File: src/rtl/assert_macros.svh
// Assertion helpers shared by the RTL. Every check is clocked on clk_i and
// is switched off while rst_ni is low.
`ifndef ASSERT_MACROS_SVH
`define ASSERT_MACROS_SVH

// A property that must hold at every edge.
`define ASSERT_ALWAYS(lbl, prop, msg) \
  lbl: assert property (@(posedge clk_i) disable iff (!rst_ni) (prop)) else $error(msg);

// Whenever ante holds, cons holds at the same edge.
`define ASSERT_IMPLIES(lbl, ante, cons, msg) \
  lbl: assert property (@(posedge clk_i) disable iff (!rst_ni) (ante) |-> (cons)) \
    else $error(msg);

// Whenever ante holds, cons holds at the next edge.
`define ASSERT_NEXT(lbl, ante, cons, msg) \
  lbl: assert property (@(posedge clk_i) disable iff (!rst_ni) (ante) |=> (cons)) \
    else $error(msg);

`endif

File: src/rtl/stree_pkg.sv
package stree_pkg;

  localparam int unsigned LEAVES = 256;
  localparam int unsigned LeafW  = $clog2(LEAVES);
  localparam int unsigned NodeW  = LeafW + 1;
  localparam int unsigned NODES  = 2 * LEAVES;
  localparam int unsigned IdxW   = 8;
  localparam int unsigned CmdW   = 2;
  localparam int unsigned DataW  = 32;

  typedef logic [NodeW-1:0] node_addr_t;
  // One extra bit: the left bound may step one past the last node.
  typedef logic [NodeW:0]   node_walk_t;
  typedef logic [LeafW-1:0] build_idx_t;
  typedef logic [DataW-1:0] word_t;

  typedef enum logic [CmdW-1:0] {
    CMD_WRITE = 2'd0,
    CMD_BUILD = 2'd1,
    CMD_QUERY = 2'd2
  } command_e;

  typedef enum logic [1:0] {
    ST_CLEAR,
    ST_IDLE,
    ST_BUILD,
    ST_QUERY
  } state_e;

  typedef struct packed {
    logic clear_step;
    logic leaf_write;
    logic build_start;
    logic build_issue;
    logic build_drain;
    logic query_start;
    logic query_step;
    logic publish;
  } dp_cmd_t;

  typedef struct packed {
    logic clear_last;
    logic build_k_one;
    logic build_k_zero;
    logic build_wr_pend;
    logic query_busy;
    logic query_pend;
  } dp_status_t;

  // Node address of a leaf; the index wraps modulo the number of leaves.
  function automatic node_addr_t leaf_addr(logic [IdxW-1:0] idx);
    node_addr_t r;
    r = node_addr_t'(LEAVES) | (node_addr_t'(idx) & node_addr_t'(LEAVES - 1));
    return r;
  endfunction

endpackage

File: src/rtl/stree_ctrl.sv
`include "assert_macros.svh"

module stree_ctrl (
  input  logic                         clk_i,
  input  logic                         rst_ni,
  input  logic                         in_valid_i,
  input  logic [stree_pkg::CmdW-1:0]   in_command_i,
  output logic                         in_ready_o,
  output logic                         out_valid_o,
  input  logic                         out_ready_i,
  output stree_pkg::dp_cmd_t           cmd_o,
  input  stree_pkg::dp_status_t        status_i
);

  import stree_pkg::*;

  state_e state_q, state_d;
  logic   out_valid_q, out_valid_d;
  logic   accept;

  assign in_ready_o  = (state_q == ST_IDLE);
  assign accept      = in_valid_i && in_ready_o;
  assign out_valid_o = out_valid_q;

  always_comb begin
    state_d     = state_q;
    out_valid_d = out_valid_q;
    cmd_o       = '0;

    if (out_valid_q && out_ready_i) begin
      out_valid_d = 1'b0;
    end

    unique case (state_q)
      ST_CLEAR: begin
        cmd_o.clear_step = 1'b1;
        if (status_i.clear_last) begin
          state_d = ST_IDLE;
        end
      end
      ST_IDLE: begin
        if (accept) begin
          unique case (command_e'(in_command_i))
            CMD_WRITE: begin
              cmd_o.leaf_write = 1'b1;
            end
            CMD_BUILD: begin
              cmd_o.build_start = 1'b1;
              state_d           = ST_BUILD;
            end
            CMD_QUERY: begin
              cmd_o.query_start = 1'b1;
              state_d           = ST_QUERY;
            end
            default: begin
            end
          endcase
        end
      end
      ST_BUILD: begin
        if (status_i.build_k_zero) begin
          cmd_o.build_drain = 1'b1;
          state_d           = ST_IDLE;
        end else if (status_i.build_k_one && status_i.build_wr_pend) begin
          // The root reads node 2, so node 2 has to land first.
          cmd_o.build_drain = 1'b1;
        end else begin
          cmd_o.build_issue = 1'b1;
        end
      end
      ST_QUERY: begin
        if (!status_i.query_busy && !status_i.query_pend) begin
          if (!out_valid_q || out_ready_i) begin
            cmd_o.publish = 1'b1;
            out_valid_d   = 1'b1;
            state_d       = ST_IDLE;
          end
        end else begin
          cmd_o.query_step = 1'b1;
        end
      end
      default: begin
        state_d = ST_IDLE;
      end
    endcase
  end

  always_ff @(posedge clk_i or negedge rst_ni) begin
    if (!rst_ni) begin
      state_q     <= ST_CLEAR;
      out_valid_q <= 1'b0;
    end else begin
      state_q     <= state_d;
      out_valid_q <= out_valid_d;
    end
  end

  `ASSERT_IMPLIES(a_result_from_query, $rose(out_valid_q),
    $past(state_q) == ST_QUERY, "stree_ctrl: result raised outside a query")
  `ASSERT_NEXT(a_clear_exit, state_q == ST_CLEAR,
    (state_q == ST_CLEAR) || (state_q == ST_IDLE), "stree_ctrl: clear pass cut short")

endmodule

File: config.mk
export PLATFORM = sky130hd
export DESIGN_NAME = stree_ctrl
export DESIGN_NICKNAME = d
export VERILOG_FILES = /design/src/rtl/stree_pkg.sv /design/src/rtl/stree_ctrl.sv
export VERILOG_INCLUDE_DIRS = /design/src /design/src/rtl
export SDC_FILE = /design/constraint.sdc
export NUM_CORES = 1
export LEC_CHECK = 0
export ABC_AREA = 0
export BUFFER_PORTS_ARGS = -buffer_cell sky130_fd_sc_hd__buf_2
export CAP_MARGIN = 10
export CORE_AREA = 4 4 41 43
export CTS_CLUSTER_DIAMETER = 60
export DETAILED_ROUTE_END_ITERATION = 12
export DIE_AREA = 0 0 45 47
export GPL_TIMING_DRIVEN = 0
export PLACE_DENSITY = 0.47
export SKIP_LAST_GASP = 1
export SYNTH_ARGS = -nofsm -noshare
export SYNTH_HDL_FRONTEND = slang
export SYNTH_SLANG_ARGS = --single-unit
File: constraint.sdc
create_clock -name clk_i -period 2.63 [get_ports clk_i]
set_clock_uncertainty 0.2 [all_clocks]
set_input_delay 0.1315 -clock clk_i [delete_from_list [all_inputs] [get_ports clk_i]]
set_output_delay 0.1315 -clock clk_i [all_outputs]
set_load 0.02 [all_outputs]
# Word level (Yosys, flattened, before mapping)
# Index checks and enable logic that the tools add are counted.
# Widths: inputs -> output; s select.
# op_classes
eq_ne,11
muxes,28
reduce_logical,11
# ops
cell,n
$mux 2,9
$mux 1,17
$ne 2x2->1 const B,4
$pmux 2 s4,1
$eq 2x2->1 const B,3
$reduce_and 6->1,1
$eq 2x1->1 const B,2
$logic_and 1x1->1,4
$logic_not 2->1,2
$pmux 2 s2,1
$logic_not 1->1,3
$ne 3x1->1 const B,1
$ne 2x1->1 const B,1
$logic_or 1x1->1,1
# word_totals
ff_bits,3
inputBits,12
out_inout_bits,10
word_cells,52

# Longest topological paths before layout
# logic_depth
ltp_word,5
ltp_mapped,3
ltp_nobuf,3

# Worst setup path before layout
# Ideal clock, no wire load.
# synth_path
path_kind,register to output
start,register state_q[1]
end,output port cmd_o[2] (netlist name)
arrival_ps,1117
required_time_ps,2299
slack_ps,1181
stages_incl_launch_ff,3
n_path_buf,0
path_cell_list,dfrtp_1 -> nand3b_4 -> nor3b_1
# synth_rtl
element,line_no,source
start: declaration,stree_ctrl.sv:17,"state_e state_q, state_d;"
start signal: assignment,stree_ctrl.sv:93,state_q <= state_d;
end: declaration,stree_ctrl.sv:11,"output stree_pkg::dp_cmd_t cmd_o,"

# Final worst setup path
# layout_path
start,register state_q[0]
end,"register out_valid_q, in the netlist out_valid_o"
# layout_via
elab_chain_cells,2
# layout_rtl
element,line_no,source
$eq 2x2->1,stree_ctrl.sv:34,unique case (state_q)
$mux 1,stree_ctrl.sv:34,
net out_valid_d,stree_ctrl.sv:18,"logic out_valid_q, out_valid_d;"
end signal: assignment,stree_ctrl.sv:94,out_valid_q <= out_valid_d;
end: declaration,stree_ctrl.sv:18,
# The timed path passes the listed nets, and every way through them passes these cells.
# A chain may end at the register's enable or synchronous reset.

==> metrics.txt <==
outcome finished, final reports clean; Mapped Cells 28; delay-heaviest family, CP buffers and inverters; relative slew slack approximately 83%; share of layout cells above drive strength 1 50.00%; Main synth FF type dfrtp_1; largest cells by area after synthesis dfrtp_1 (32%), nor2_1 (13%), nand3b_4 (8.4%), nor3b_1 (6.3%), nor3b_2 (5.3%); Final Hold Vio Count 0; reg-to-reg startpoint state_q[0]$_DFFE_PN0P_; hold_sp in_command_i[1]; share of the synthesized area in the top cell type about a third; Num CTS Buffers 3; Seq/Total Area, Yosys 31.58%; count of buffers from port buffering 21; die height approximately 47 µm; CTS tree done; Core Util, Final 32.12%; Flop pwr share about a quarter; Clk pwr share about a quarter; critical path cell sequence nand2_1, o31ai_1, dlygate4sd3_1; ANT cells 0; measured slew at the worst slew-check pin around 0.26 ns; Synth area leader dfrtp_1; CORE AREA 0.001301 mm²; Worst Setup End Kind register; leakage 0.2192 nW; total power 0.3240 mW; Final TNS setup 0 ns; Slowest cell on crit path dlygate4sd3_1; CTS resizes 0; endpoints failing setup 0; FMAX 606.2 MHz; CP Class reg2reg; worst-case reg-to-reg path depth 3; drt wl/cell a little under 9 µm; Pre-antenna DRT Iters 2; top cells by count, synth nor2_1 (8), dfrtp_1 (3), a21oi_1 (2), nand2_1 (2), nor3b_1 (2); Pins Over Slew Limit 0; Worst setup SP type register; Post-synth EDFFs 0; vias in the first global route 266; number of DRC markers in iteration 0 3; GRT Total Usage under 10%; clock latency on the worst-skew pair ~0.23 ns; RSZ-0062 raised after global routing no; Initial Util between 10% and 20%; GPL Wtd Cong about 0.66; largest net degree at the start of global routing 8; WHS Endpoint state_q[0]$_DFFE_PN0P_; clk sinks 3; critical path data required time between 2 and 3 ns; synthesis warning total 0; combinational share of power around 50%; Detailed Route WL approximately 640 µm; CTS root buffer clkbuf_4; count of different cell masters after synthesis 16; DIE AREA roughly 0.0021 mm²; I/O pins 22; clock tree buffer depth 2; Syn-to-layout area delta 75.79%; row count 13; total grt overflow 0; DR vias 287; sw power 0.1293 mW; CP Max Fanout 7; fin crit period 1.650 ns; first-pass GRT wire length ~950 µm; Pint slightly below 0.2 mW; syn_area_per_cell roughly 8.5 µm²; worst hold path stage count 3; VDD IR-drop max about 0.24 mV; H-tree depth 1; asr flop ratio synth between 90% and 100%; initial antenna violation count 0; cell with the most instances after synthesis nor2_1; Switching Share 39.89%; fin crit share approximately 63%; reg-to-reg slack, setup slightly below 1 ns; terminus of the critical flop-to-flop path out_valid_o$_DFF_PN0_; Clk pin slew, worst setup/hold paths ~0.04 ns; Routed Antenna Nets 0; HP Class in2reg; max-cap violations 0; vias per cell 4.042; Post-Syn Nets 40; Buf/Inv on CP 1; critical path arrival 1.61 ns; mapped cell area approximately 240 µm²; Yosys reg bits 3; dpl hpwl approximately 520 µm; final net count 69; max incr delay on CP around 0.56 ns; Die Width 45 µm; Power Density between 700 and 800 mW/mm²; DRC violations left 0; worst hold slack 0.01511 ns
## cell usage in the layout (no fill, tap or decap), drive strengths merged
| master | n |
|---|---|
| a21oi | 2 |
| and2b | 1 |
| buf | 21 |
| clkbuf | 4 |
| dfrtp | 3 |
| dlygate4sd3 | 3 |
| mux2 | 1 |
| nand2 | 2 |
| nand2b | 1 |
| nand3b | 1 |
| nor2 | 8 |
| nor2b | 1 |
| nor3 | 1 |
| nor3b | 3 |
| o31ai | 1 |
| or2b | 1 |
| or3 | 1 |
| xnor2 | 1 |
## what timing repair did
action                                 4_1_cts  5_1_grt
endpoints found under the hold margin        4        0
setup endpoints to repair                    0        0
hold buffers                                 3        0
setup buffers                                0        0
## routing by layer
metal,global-route usage (%),up-vias,wire length [µm]
li1,-,150,-
met1,6.834,125,260
met5,0,-,0
met3,0,0,65
met4,7.018,0,0
met2,10.73,12,309
## state kept, by name, indices dropped and copies added (netlist names)
register,flops
state_q,2
out_valid_o,1
## power by group through the flow
| stage | clock (mW) | sequential [mW] | combinational [mW] |
|---|---|---|---|
| 2_1_floorplan | 0 | 0.0831 | 0.105 |
| 3_3_place_gp | 0 | 0.0842 | 0.156 |
| 3_5_place_dp | 0 | 0.0847 | 0.156 |
| 4_1_cts | 0.0856 | 0.0846 | 0.164 |
| 5_1_grt | 0.0845 | 0.0889 | 0.175 |
| 6_report | 0.0792 | 0.0838 | 0.161 |
## cell type report
| cell class | instances | area [µm²] |
|---|---|---|
| clock buffers | 4 | 26.28 |
| fillers | 150 | 883.3 |
| well taps | 15 | 18.77 |
| multi-input cells | 25 | 162.7 |
| flip-flops and latches | 3 | 75.07 |
| repair buffers | 24 | 135.1 |
## tightest hold or removal path, cell delays in order
cell     delay, ns
buf_2         0.12
nor3b_2       0.05
nor2_1        0.09
## cells by family (layout without fill, tap and decap cells)
| group | after synthesis | in the layout | synth area share [%] |
|---|---|---|---|
| DFF | 3 | 3 | 31.58 |
| buffers and inverters | 0 | 28 | 0 |
| and+or+nand+nor | 20 | 20 | 52.64 |
| xor gates and xnor gates | 1 | 1 | 3.685 |
| AOI/OAI and AO/OA | 3 | 3 | 7.370 |
| muxes | 1 | 1 | 4.737 |
## worst max path at each step
| stage | start | endpoint | slack [ns] | cells after the start |
|---|---|---|---|---|
| floorplan | state_q[1]$_DFFE_PN0P_ | cmd_o[2] | 1.18 | 2 |
| global placement | state_q[1]$_DFFE_PN0P_ | cmd_o[5] | 1.25 | 3 |
| detailed placement | state_q[1]$_DFFE_PN0P_ | cmd_o[5] | 1.25 | 3 |
| CTS | state_q[0]$_DFFE_PN0P_ | out_valid_o$_DFF_PN0_ | 0.96 | 3 |
| global route | state_q[0]$_DFFE_PN0P_ | out_valid_o$_DFF_PN0_ | 0.87 | 3 |
| finish | state_q[0]$_DFFE_PN0P_ | out_valid_o$_DFF_PN0_ | 0.98 | 3 |
## stage by stage
stage / instance area, µm² / std cells / setup WS (ns)
finish: 417.9 / 71 / 0.9805
global route: 417.9 / 71 / 0.8709
CTS: 417.9 / 71 / 0.9623
detailed placement: 361.6 / 64 / 1.254
global placement: 361.6 / 64 / 1.247
floorplan: 237.7 / 28 / 1.181
Note: power is estimated with default switching activity, not from simulation.
